[src/rtl/g2dg_mul.sv]
module g2dg_mul (
	input  logic        clk,
	input  logic [31:0] a,
	input  logic [31:0] b,
	output logic [63:0] product
);

	logic [63:0] product_q;

	always_ff @(posedge clk) begin
		product_q <= {32'd0, a} * {32'd0, b};
	end

	assign product = product_q;

endmodule

[config.mk]
export PLATFORM = sky130hd
export DESIGN_NAME = g2dg_mul
export DESIGN_NICKNAME = d
export VERILOG_FILES = /design/src/rtl/g2dg_mul.sv
export SDC_FILE = /design/constraint.sdc
export NUM_CORES = 2
export LEC_CHECK = 0
export ABC_AREA = 1
export BUFFER_PORTS_ARGS = -buffer_cell sky130_fd_sc_hd__buf_2
export CAP_MARGIN = 20
export CORE_UTILIZATION = 45
export CTS_CLUSTER_SIZE = 25
export DETAILED_ROUTE_END_ITERATION = 8
export PLACE_DENSITY_LB_ADDON = 0.08
export REMOVE_ABC_BUFFERS = 1
export SLEW_MARGIN = 40
export SYNTH_ARGS = -nofsm -noshare
export SYNTH_HDL_FRONTEND = slang
export SYNTH_SLANG_ARGS = --single-unit
[constraint.sdc]
create_clock -name clk -period 5.5 [get_ports clk]
set_input_delay 0.275 -clock clk [delete_from_list [all_inputs] [get_ports clk]]
set_output_delay 0.275 -clock clk [all_outputs]
set_load 0.03 [all_outputs]
Word-level counts from Yosys, hierarchy flattened:

Index checks and enable logic that the tools add are counted.

* register bits: 64
* input port bits: 65
* output and inout bits: 64

* multipliers: 1

Operators with widths (number)
* 32-bit by 32-bit multiplier with 64-bit output: 1

Logic depth before layout (Yosys ltp):

* word-level depth: 1
* depth in mapped cells: 30
* mapped depth without buffers: 29

Worst setup path before layout:

OpenSTA, ideal clock, no wires.

* path kind: input to register
* from: input a[25]
* to: register product_q[60], in the netlist product[60]
* library setup time: 112 ps
* data arrival time: 5977 ps
* slack: -589 ps
* stages: 26
* cell sequence: clkbuf_1 -> nand2_1 -> fa_1 -> inv_1 -> fa_1 -> inv_1 -> fa_1 -> inv_1 -> fa_1 -> fa_1 -> fa_1 -> fa_1 -> inv_1 -> fa_1 -> inv_1 -> ha_1 -> nand2_1 -> nand2_1 -> a21oi_1 -> nand2_1 -> nand2_1 -> nand2_1 -> a21oi_1 -> nand2_1 -> nand2_1 -> nand2_1

* longest elaborated chain between the ends: 1

RTL lines
* start, declared: line 3 `input logic [31:0] a,`
* 32-bit by 32-bit multiplier with 64-bit output: line 11 `product_q <= {32'd0, a} * {32'd0, b};`
* end signal, assigned: line 11
* end, declared: line 8 `logic [63:0] product_q;`

No other way between the ends.

Final worst setup path:

* from: input a[11]
* to: register product_q[55], in the netlist product[55]

Same word-level chain as after synthesis.

==> impl_metrics.csv <==
group,metric,value,unit
final_layout,utilization,57.20,%
final_layout,nets,6657,
status,outcome,"finished with violations",
clocking,clock-root-buffer,"clkbuf_16",
timing,setup_violations,47,
final_layout,multiInputGateArea,31660,um^2
timing,rsz0062_at_grt,"yes",
floorplan,die_w,290.3,um
final_layout,layout-drive-gt1-share,23.30,%
routing,drc_errors,0,
final_layout,n_fill_cell,7708,
timing,period_needed,6060,ps
yosys,ys_types,23,
routing,routed_via_density,4.739,
final_layout,area.sequential,1281,um^2
yosys,async_flop_share,0,%
clocking,htree_levels,3,
routing,highest_layer,"met4",
critical_path,path_class,"in2reg",
final_layout,largest_reg_flops,64,
clocking,tritoncts,"done",
timing,setup_slack,-560.0,ps
status,violations,"negative setup slack",
critical_path,cp.required,5770,ps
floorplan,io_pins,129,
global_routing,grt_max_degree,31,
routing,via_count,30840,
global_routing,grt_pass1_vias,32760,
clocking,clk_pin_slew,80,ps
global_routing,grt_use_total,28.85,%
timing,slew_viol_final,0,
yosys,synth.avg_cell_area,7.446,um^2
yosys,synth-seq-area-share,3.426,%
place,hpwl,98920,um
timing,max-slew-margin-rel,67.36,%
job,cap_violations,0,
clocking,clk_path_buf_depth,2,
floorplan,fp.dieH,290.3,um
routing,wl_met3,6181,um
floorplan,start_util,45.55,%
critical_path,crit_fanout,4,
routing,first_pass_iters,5,
critical_path,crit_path_start_kind,"primary input",
global_routing,antenna_found_initial,2,
clocking,cts.sinks,64,
critical_path,critPathArrivalTime,6330,ps
yosys,synth-edff-count,0,
floorplan,row_count,105,
timing,finalCritPeriodShare,110.2,%
routing,drtAntennaViolNets,0,
routing,wl_met1,51720,um
timing,fmax,165.0,MHz
yosys,ys.flop_type,"dfxtp_1",
yosys,yosysWarnings,0,
final_layout,syn2layout_area_growth,25.58,%
hold_path,min_path_type,"in2reg",
routing,routed-wl-met2,56510,um
yosys,netlist_area,37400,um^2
timing,tightest_slew,488.0,ps
global_routing,grt_pass1_wl,185600,um
timing,hold_viol_final,0,
routing,detail_route.wl_per_cell,18.04,um
timing,holdWs,607.8,ps
routing,drt_iter0_markers,1733,
place,place_congestion,0.9081,
critical_path,worst_setup_path_end_kind,"flip-flop",
clocking,cts_buffers,9,
yosys,ys_ff_latch,64,
yosys,synthCells,5023,
floorplan,core-area,82110,um^2
global_routing,gr-total-overflow,0,
place,io_buffers,128,
routing,wirelength,117400,um
floorplan,dieArea,84270,um^2
[critical path: stages]
cell and delay, ps:
buf_12 120, buf_16 120, buf_6 110, nand2_2 50, inv_2 40, fa_2 460
fa_1 530, inv_2 40, fa_1 540, fa_1 430, fa_1 550, inv_2 50
fa_1 570, fa_2 490, fa_2 540, ha_4 360, nand2_4 90, nor2_4 180
inv_2 80, nor2_4 130, buf_6 130, nand2_2 50, nor2_2 110, nand2_2 80
nand4_1 90, nand2_2 70
[metal layers]
metal,track usage [%],vias up
met5,0,-
met4,6.798,0
met3,3.510,146
met2,48.32,751
met1,39.88,15490
li1,-,14450
[worst paths after layout]
kind	depth (start not counted)	slack, ps	from	to
worst min-delay path	4	610	b[0]	product[0]$_DFF_P_
worst max-delay path	26	-560	a[11]	product[55]$_DFF_P_
[cells in the final DEF (no fill, tap or decap), types with 62 or more instances in the layout]
master   Yosys  final
inv_1     1723   1610
nand2_1   1566   1336
fa_1       896    819
buf_4        0    325
ha_1       263    210
nand2_2     15    177
inv_2       12    117
buf_6        0     85
buf_2        0     79
fa_2         0     77
dfxtp_1     64     64
nand2_4      0     63
buf_12       0     62
[cells in the mapped netlist (2+ instances only)]
master    number  area share (%)
nor3_1        11            0.15
xnor2_1        2           0.047
o21ai_0        2           0.027
nor2_4         6            0.18
inv_2         12            0.12
xor2_1        33            0.77
clkbuf_1     192             1.9
nand3_1       56            0.75
nand4_1       16            0.27
fa_1         896              48
nand2_1     1566              16
o21bai_1      11            0.22
nand2_2       15            0.25
ha_1         263             8.8
a21oi_1       43            0.58
nor2_2        14            0.23
nor2_1        81            0.81
nor3_2         6            0.16
inv_1       1723              17
dfxtp_1       64             3.4
nand3_2        9            0.24
[what timing repair did]
| item | 4_1_cts | 5_1_grt |
|---|---|---|
| pin swaps | 245 | 273 |
| setup endpoints to repair | 54 | 54 |
| setup buffers | 43 | 28 |
| hold buffers | 0 | 0 |
| gates cloned | 11 | 1 |
| resized for setup | 625 | 402 |
[through the flow]
stage	TNS [ps]	area (um^2)	setup WS (ps)	instances
floorplan	-6887	36680	-295.8	4831
global placement	-62960	42070	-1368	6421
detailed placement	-64950	42070	-1396	6421
CTS	-17680	45450	-528.1	6483
global route	-26920	46970	-699.1	6508
finish	-19370	46970	-560.0	6509
[kinds of logic (layout without fill, tap and decap cells)]
logic type / count (synthesis) / in the layout / share of synthesized area (%)
buffers and inverters: 1927 / 2342 / 19.34
adders and majority gates: 1159 / 1159 / 56.76
and+or+nand+nor: 1781 / 1781 / 18.80
DFF: 64 / 64 / 3.426
xor gates and xnor gates: 35 / 35 / 0.8196
other: 0 / 1 / 0
AOI/OAI and AO/OA: 57 / 57 / 0.8531
[area by class of cell]
cell class / instances / share of cell area (%)
timing repair buffer: 591 / 12.36
sequential: 64 / 2.728
clock buffer: 11 / 0.5168
multi-input combinational: 3032 / 67.41
tap: 1070 / 2.850
clock inverter: 5 / 0.2211
inverter: 1735 / 13.91
antenna: 1 / 0.005328
Power is left out: the tool's default activity adds up to more than one toggle a clock period on the data nets, which glitch-free logic cannot reach.
