### src/rtl/g2dg_pkg.sv
package g2dg_pkg;

	localparam int MAX_DIGITS       = 20;
	localparam int POWER_TABLE_SIZE = 79;
	localparam int BCD_DIGITS       = 20;
	localparam int LEN_W            = $clog2(MAX_DIGITS + 1);
	localparam int POS_W            = $clog2(BCD_DIGITS);
	localparam int IDX_W            = $clog2(POWER_TABLE_SIZE);

	localparam logic signed [11:0] E_MIN = -12'sd1137;
	localparam logic signed [11:0] E_MAX = 12'sd960;
	localparam logic signed [30:0] LOG10_2_Q18 = 31'sd78913;
	localparam logic [IDX_W-1:0] IDX_LAST = IDX_W'(POWER_TABLE_SIZE - 1);

	typedef logic [BCD_DIGITS-1:0][3:0] digits_t;

	localparam logic [63:0] POW_SIG [POWER_TABLE_SIZE] = '{
		64'hAB70FE17C79AC6CA, 64'hFF77B1FCBEBCDC4F, 64'hBE5691EF416BD60C,
		64'h8DD01FAD907FFC3C, 64'hD3515C2831559A83, 64'h9D71AC8FADA6C9B5,
		64'hEA9C227723EE8BCB, 64'hAECC49914078536D, 64'h823C12795DB6CE57,
		64'hC21094364DFB5637, 64'h9096EA6F3848984F, 64'hD77485CB25823AC7,
		64'hA086CFCD97BF97F4, 64'hEF340A98172AACE5, 64'hB23867FB2A35B28E,
		64'h84C8D4DFD2C63F3B, 64'hC5DD44271AD3CDBA, 64'h936B9FCEBB25C996,
		64'hDBAC6C247D62A584, 64'hA3AB66580D5FDAF6, 64'hF3E2F893DEC3F126,
		64'hB5B5ADA8AAFF80B8, 64'h87625F056C7C4A8B, 64'hC9BCFF6034C13053,
		64'h964E858C91BA2655, 64'hDFF9772470297EBD, 64'hA6DFBD9FB8E5B88F,
		64'hF8A95FCF88747D94, 64'hB94470938FA89BCF, 64'h8A08F0F8BF0F156B,
		64'hCDB02555653131B6, 64'h993FE2C6D07B7FAC, 64'hE45C10C42A2B3B06,
		64'hAA242499697392D3, 64'hFD87B5F28300CA0E, 64'hBCE5086492111AEB,
		64'h8CBCCC096F5088CC, 64'hD1B71758E219652C, 64'h9C40000000000000,
		64'hE8D4A51000000000, 64'hAD78EBC5AC620000, 64'h813F3978F8940984,
		64'hC097CE7BC90715B3, 64'h8F7E32CE7BEA5C70, 64'hD5D238A4ABE98068,
		64'h9F4F2726179A2245, 64'hED63A231D4C4FB27, 64'hB0DE65388CC8ADA8,
		64'h83C7088E1AAB65DB, 64'hC45D1DF942711D9A, 64'h924D692CA61BE758,
		64'hDA01EE641A708DEA, 64'hA26DA3999AEF774A, 64'hF209787BB47D6B85,
		64'hB454E4A179DD1877, 64'h865B86925B9BC5C2, 64'hC83553C5C8965D3D,
		64'h952AB45CFA97A0B3, 64'hDE469FBD99A05FE3, 64'hA59BC234DB398C25,
		64'hF6C69A72A3989F5C, 64'hB7DCBF5354E9BECE, 64'h88FCF317F22241E2,
		64'hCC20CE9BD35C78A5, 64'h98165AF37B2153DF, 64'hE2A0B5DC971F303A,
		64'hA8D9D1535CE3B396, 64'hFB9B7CD9A4A7443C, 64'hBB764C4CA7A44410,
		64'h8BAB8EEFB6409C1A, 64'hD01FEF10A657842C, 64'h9B10A4E5E9913129,
		64'hE7109BFBA19C0C9D, 64'hAC2820D9623BF429, 64'h80444B5E7AA7CF85,
		64'hBF21E44003ACDD2D, 64'h8E679C2F5E44FF8F, 64'hD433179D9C8CB841,
		64'h9E19DB92B4E31BA9
	};

	localparam logic signed [11:0] POW_EXP [POWER_TABLE_SIZE] = '{
		-12'sd1060, -12'sd1034, -12'sd1007, -12'sd980, -12'sd954, -12'sd927,
		-12'sd901, -12'sd874, -12'sd847, -12'sd821, -12'sd794, -12'sd768,
		-12'sd741, -12'sd715, -12'sd688, -12'sd661, -12'sd635, -12'sd608,
		-12'sd582, -12'sd555, -12'sd529, -12'sd502, -12'sd475, -12'sd449,
		-12'sd422, -12'sd396, -12'sd369, -12'sd343, -12'sd316, -12'sd289,
		-12'sd263, -12'sd236, -12'sd210, -12'sd183, -12'sd157, -12'sd130,
		-12'sd103, -12'sd77, -12'sd50, -12'sd24, 12'sd3, 12'sd30,
		12'sd56, 12'sd83, 12'sd109, 12'sd136, 12'sd162, 12'sd189,
		12'sd216, 12'sd242, 12'sd269, 12'sd295, 12'sd322, 12'sd348,
		12'sd375, 12'sd402, 12'sd428, 12'sd455, 12'sd481, 12'sd508,
		12'sd534, 12'sd561, 12'sd588, 12'sd614, 12'sd641, 12'sd667,
		12'sd694, 12'sd720, 12'sd747, 12'sd774, 12'sd800, 12'sd827,
		12'sd853, 12'sd880, 12'sd907, 12'sd933, 12'sd960, 12'sd986,
		12'sd1013
	};

	// powers of ten, the last one wraps modulo 2^64
	function automatic logic [63:0] pow10(input logic [4:0] n);
		logic [63:0] r;
		unique case (n)
			5'd0:    r = 64'd1;
			5'd1:    r = 64'd10;
			5'd2:    r = 64'd100;
			5'd3:    r = 64'd1000;
			5'd4:    r = 64'd10000;
			5'd5:    r = 64'd100000;
			5'd6:    r = 64'd1000000;
			5'd7:    r = 64'd10000000;
			5'd8:    r = 64'd100000000;
			5'd9:    r = 64'd1000000000;
			5'd10:   r = 64'd10000000000;
			5'd11:   r = 64'd100000000000;
			5'd12:   r = 64'd1000000000000;
			5'd13:   r = 64'd10000000000000;
			5'd14:   r = 64'd100000000000000;
			5'd15:   r = 64'd1000000000000000;
			5'd16:   r = 64'd10000000000000000;
			5'd17:   r = 64'd100000000000000000;
			5'd18:   r = 64'd1000000000000000000;
			5'd19:   r = 64'd10000000000000000000;
			5'd20:   r = 64'h6BC75E2D63100000;
			default: r = 64'd0;
		endcase
		return r;
	endfunction

endpackage

### src/rtl/g2dg_bcd.sv
module g2dg_bcd import g2dg_pkg::*; (
	input  logic        clk,
	input  logic        arst_n,
	input  logic        start,
	input  logic [63:0] value,
	output logic        done,
	output digits_t     digits
);

	logic [63:0] bin_q;
	digits_t     bcd_q;
	logic [4:0]  cnt_q;
	logic        run_q;
	logic        done_q;

	function automatic digits_t dabble(digits_t d, logic b);
		digits_t r;
		r = d;
		for (int i = 0; i < BCD_DIGITS; i++) begin
			if (r[i] >= 4'd5)
				r[i] = r[i] + 4'd3;
		end
		return digits_t'({r, b});
	endfunction

	// two bits per cycle until the whole word is shifted through
	always_ff @(posedge clk or negedge arst_n) begin
		if (!arst_n) begin
			run_q  <= 1'b0;
			done_q <= 1'b0;
			cnt_q  <= '0;
		end else if (start) begin
			run_q  <= 1'b1;
			done_q <= 1'b0;
			cnt_q  <= '0;
		end else if (run_q) begin
			cnt_q <= cnt_q + 5'd1;
			if (cnt_q == 5'd31) begin
				run_q  <= 1'b0;
				done_q <= 1'b1;
			end
		end
	end

	always_ff @(posedge clk) begin
		if (start) begin
			bin_q <= value;
			bcd_q <= '0;
		end else if (run_q) begin
			bin_q <= {bin_q[61:0], 2'b00};
			bcd_q <= dabble(dabble(bcd_q, bin_q[63]), bin_q[62]);
		end
	end

	assign done   = done_q;
	assign digits = bcd_q;

endmodule
### config.mk
export PLATFORM = sky130hd
export DESIGN_NAME = g2dg_bcd
export DESIGN_NICKNAME = d
export VERILOG_FILES = /design/src/rtl/g2dg_pkg.sv /design/src/rtl/g2dg_bcd.sv
export SDC_FILE = /design/constraint.sdc
export NUM_CORES = 1
export LEC_CHECK = 0
export ABC_AREA = 1
export BUFFER_PORTS_ARGS = -buffer_cell sky130_fd_sc_hd__buf_2
export CORE_MARGIN = 4
export CORE_UTILIZATION = 45
export DETAILED_ROUTE_END_ITERATION = 7
export GPL_TIMING_DRIVEN = 0
export HOLD_SLACK_MARGIN = 0.05
export PLACE_DENSITY = 0.66
export SLEW_MARGIN = 20
export SYNTH_ARGS = -nofsm -noshare
export SYNTH_HDL_FRONTEND = slang
export SYNTH_SLANG_ARGS = --single-unit
export TNS_END_PERCENT = 30
### constraint.sdc
create_clock -name clk -period 4.15 [get_ports clk]
set_input_delay 0.83 -clock clk [delete_from_list [all_inputs] [get_ports clk]]
set_output_delay 0.83 -clock clk [all_outputs]
set_load 0.05 [all_outputs]
# Word-level counts from Yosys, hierarchy flattened
# Cells that the tools add are included.
[classes]
addsub = 41
order_cmp = 40
eq_ne = 1
muxes = 90
n_reduce_logical = 3
[op_table]
columns = ["operator", "n"]
rows = [
  ["4-bit two-way mux", 76],
  ["4-bit by 3-bit >= comparator with 1-bit output, second input constant", 40],
  ["4-bit by 2-bit adder with 4-bit output, second input constant", 38],
  ["64-bit two-way mux", 2],
  ["3-bit two-way mux", 4],
  ["5-bit two-way mux", 2],
  ["3-bit by 2-bit adder with 3-bit output, second input constant", 2],
  ["1-bit two-way mux", 6],
  ["5-bit by 1-bit adder with 5-bit output, second input constant", 1],
  ["5-bit equality test, second input constant", 1],
  ["2-bit nonzero test", 2],
  ["2-bit AND reduction", 1],
]
[totals]
regBits = 151
out_inout_bits = 81
wordCells = 199

# Depth between registers and ports, before layout
[logic_depth]
ltp_word = 6
depth_mapped = 14
depth_no_buf = 14

# Least setup slack after synthesis
# Ideal clock, no wire load.
[synth_path]
path_type = "input-to-reg"
from = "in start"
to = "reg bin_q[0] (enable)"
setup_time_ns = 0.396
arrival_time_ns = 2.183
path_slack_ns = 1.571
cell_stages = 5
n_path_buf = 3
path_cell_list = "buf_2 nor2_4 inv_1 buf_2 buf_2"
[synth_via]
elab_chain_len = 1
[synth_rtl]
columns = ["item", "line_no", "source"]
rows = [
  ["start, declared", "g2dg_bcd.sv:4", "input logic start,"],
  ["2-bit nonzero test (no source line)", "n/a", ""],
  ["end signal, assigned", "g2dg_bcd.sv:47", "bin_q <= value;"],
  ["end signal, assigned", "g2dg_bcd.sv:50", "bin_q <= {bin_q[61:0], 2'b00};"],
  ["end, declared", "g2dg_bcd.sv:10", "logic [63:0] bin_q;"],
]
# Every way passes these cells.
# A chain may end at the register's enable or synchronous reset.

# Final worst setup path
[layout_path]
from = "reg bcd_q (netlist bit digits[76])"
to = "reg bcd_q (netlist bit digits[78])"
[layout_via]
elab_chain_len = 6
[layout_rtl]
columns = ["item", "line_no", "source"]
rows = [
  ["start, declared", "g2dg_bcd.sv:11", "digits_t bcd_q;"],
  ["start signal, assigned", "g2dg_bcd.sv:51", "bcd_q <= dabble(dabble(bcd_q, bin_q[63]), bin_q[62]);"],
  ["4-bit by 3-bit >= comparator with 1-bit output / 3-bit by 2-bit adder with 3-bit output (equally long branches)", "g2dg_bcd.sv:20, g2dg_bcd.sv:21", ""],
  ["3-bit two-way mux *", "g2dg_bcd.sv:20", "if (r[i] >= 4'd5)"],
  ["3-bit two-way mux *", "g2dg_bcd.sv:49", "end else if (run_q) begin"],
  ["3-bit two-way mux *", "g2dg_bcd.sv:46", "if (start) begin"],
  ["4-bit by 3-bit >= comparator with 1-bit output / 3-bit by 2-bit adder with 3-bit output (equally long branches)", "g2dg_bcd.sv:20, g2dg_bcd.sv:21", ""],
  ["3-bit two-way mux *", "g2dg_bcd.sv:20", ""],
]
# Mark *: on every way between the ends. The rest lies on a longest branch, timed or not. The select of a mux whose other input is x is not followed.

==> flow_summary.yaml <==
global_routing:
  use_met2_pct: 32.2
  grt_use_total_pct: 19.8
  antenna_found_initial: 0
  met3_usage_pct: 3.62
  top_usage_layer: "met2"
  grt_pass1_wl_um: 38400
  grt_overflow: 0
  grt_util_met1_pct: 26.3
  grt_start_max_net_pins: 54
  grt_pass1_vias: 8162
timing:
  tns_ns: 0
  rsz0062_at_grt: "false"
  worstMarginPinSlew_ns: 0.645
  fin_worst_skew_ns: 0.00932
  setup_slack_ns: 2.03
  hold_ws_ns: 0.225
  timing_hold_violations_final: 0
  finalCritPeriodShare_pct: 51.1
  setup_viol: 0
  slew_headroom_pct: 57.0
  fmax_mhz: 472
  slew_viol_final: 0
  min_period_ns: 2.12
clock_tree:
  cts_sinks: 151
  clk_latency_ns: 0.43
  cts-resized-gates: 0
  clk_pin_slew_ns: 0.07
  tritoncts: "done"
  post-cts-setup-buffers: 0
  cts_made_buffers: 17
  clock_path_buffers: 2
  cts_hold_buf: 0
  cts_root_buf: "clkbuf_16"
  htreeDepth: 4
floorplanning:
  die_height_um: 153
  start_util_pct: 46.3
  die_w_um: 153
  dieArea_um2: 23400
  core_region_area_um2: 20400
  rows: 52
  pin_count: 148
cells_and_area:
  diodes: 0
  drive_gt1_share_pct: 18.5
  areaGrowthSynthToFinish_pct: 17.8
  multi_input_area_um2: 4860
  seqCellArea_um2: 3700
  fillers: 1987
  finalNonFillerCells: 1802
  finalNetCount: 1630
synth:
  syn_inst: 1353
  synth_cell_types: 33
  syn_nets: 1464
  ys_seq_elements: 151
  netlist_area_um2: 9470
  synth_area_per_cell_um2: 7.00
  yosysWarningCount: 0
  ys_seq_area_share_pct: 39.1
routing:
  wl_um: 23800
  first_iter_violations: 454
  post-route-drc-count: 0
  drt-vias-per-instance: 5.02
  wire_per_inst_um: 13.2
  num_vias: 9053
  first_pass_iters: 5
  postRouteAntennaNets: 0
status:
  outcome: "complete, no violations"
worst_setup_path:
  cp.required_ns: 4.52
  cpMostUsedCell: "nand2_1"
  crit_start: "digits[76]"
  critPathArrivalTime_ns: 2.49
  crit_fanout: 3
  crit_slowest_cell: "dfxtp_1"
  critPathLaunchType: "flop"
  crit_chain: "inv_1, ha_1, inv_1, nand2_1, nand3_1, xor2_1, ha_1, inv_1, o21ai_0, nand2_1, nand2_1, nand3_1, nand2_1"
  crit_type: "flop to flop"
  worstSetupEndpointType: "flop"
  reg2reg_from: "digits[76]"
  max_stage_delay_ns: 0.36
placement:
  dp.cells: 1770
  dp_worst_setup_slack_ns: 1.59
  place_congestion: 0.850
  port_buffers: 146
  hpwlAfterDp_um: 17600
pwr:
  total_leakage_power_nw: 6.07
  p_per_area_nw_per_um2: 777
  peakVddDrop_v: 0.000324
worst_hold_path:
  hold_class: "input port to asynchronous set/reset pin"
job:
  maxCapViolCount: 0
[layout by cell type, fill, tap and decap left out, types with 31 or more instances in the layout]
| master | count |
|---|---|
| nand2_1 | 496 |
| nand2_2 | 31 |
| edfxtp_1 | 64 |
| inv_1 | 191 |
| a21oi_1 | 72 |
| dfxtp_1 | 80 |
| nand3_1 | 129 |
| buf_2 | 162 |
| o21ai_0 | 41 |
| nor2_1 | 51 |
| ha_1 | 44 |
[path summary, 6_finish.rpt]
kind                         endpoint  slack (ns)  depth (start not counted)
setup / recovery           digits[78]        2.03                         13
hold / removal               cnt_q[4]        0.22                          1
setup reg to reg           digits[78]        2.03                         13
hold reg to reg             digits[0]        0.45                          2
max in group asynchronous    cnt_q[3]        3.76                          1
min in group clk            digits[0]        0.45                          2
[per-stage QoR]
| step | utilization [%] | total power, mW | cell area [um2] |
|---|---|---|---|
| floorplan | - | 6.14 | 9470 |
| global placement | 51.6 | 7.03 | 10500 |
| detailed placement | 51.7 | 7.11 | 10600 |
| CTS | 54.6 | 8.70 | 11100 |
| global route | 54.6 | 9.41 | 11100 |
| finish | 54.6 | 8.67 | 11100 |
[routing by layer]
layer	part of all wire, %	wire (um)
met5	0	0
met2	45	10800
met1	47	11300
met4	2.2	517
met3	5.2	1240
[report_power, final]
| group | internal (mW) | switching [mW] |
|---|---|---|
| Clock | 0.854 | 0.711 |
| Combinational | 1.44 | 3.42 |
| Sequential | 1.92 | 0.328 |
| Total | 4.21 | 4.46 |
[sequential cells by signal, summed over array words and instances (netlist names)]
name,count
cnt_q,5
done,1
run_q,1
bin_q,64
digits,80
[cells by family (layout without fill, tap and decap cells)]
logic type / after synthesis / in the layout / synth area share (%)
and+or+nand+nor: 767 / 767 / 35.6
DFF: 151 / 151 / 39.1
buffers and inverters: 227 / 406 / 9.61
adders and majority gates: 44 / 44 / 5.82
xor gates and xnor gates: 2 / 2 / 0.185
AOI/OAI and AO/OA: 162 / 162 / 9.69
[critical path: cells and delay by family (launching register included)]
family,cells,cell delay [ns]
buffers and inverters,3,0.20
adders and majority gates,2,0.44
xor gates and xnor gates,1,0.28
AOI/OAI and AO/OA,1,0.27
DFF,1,0.36
and+or+nand+nor,6,0.50
[cell type report]
cell class              instances  area share, %
clock inverters                15           1.44
well taps                     270           3.03
clock buffers                  17           3.82
multi-input cells             975           43.6
plain buffers                  34           1.68
flip-flops and latches        151           33.2
repair buffers                147           6.80
inverters                     193           6.50
[synthesized netlist by cell type (all sizes together)]
cell type	instances	share of area (%)
nor3	5	0.26
dfxtp	80	17
a22o	1	0.093
dlygate4sd1	2	0.19
o211ai	3	0.24
clkbuf	8	0.32
nor2	57	2.5
o22ai	19	1.3
o21ai	65	4.2
ha	44	5.8
nand4	19	1.3
nand3	157	9.8
inv	193	7.7
xor2	2	0.19
dfrtp	7	1.9
nand2	527	22
buf	24	1.5
edfxtp	64	20
a21oi	72	3.8
a31oi	1	0.066
and2	1	0.066
o21bai	1	0.079
nor4	1	0.066
Power figures use the tool's default switching activity.
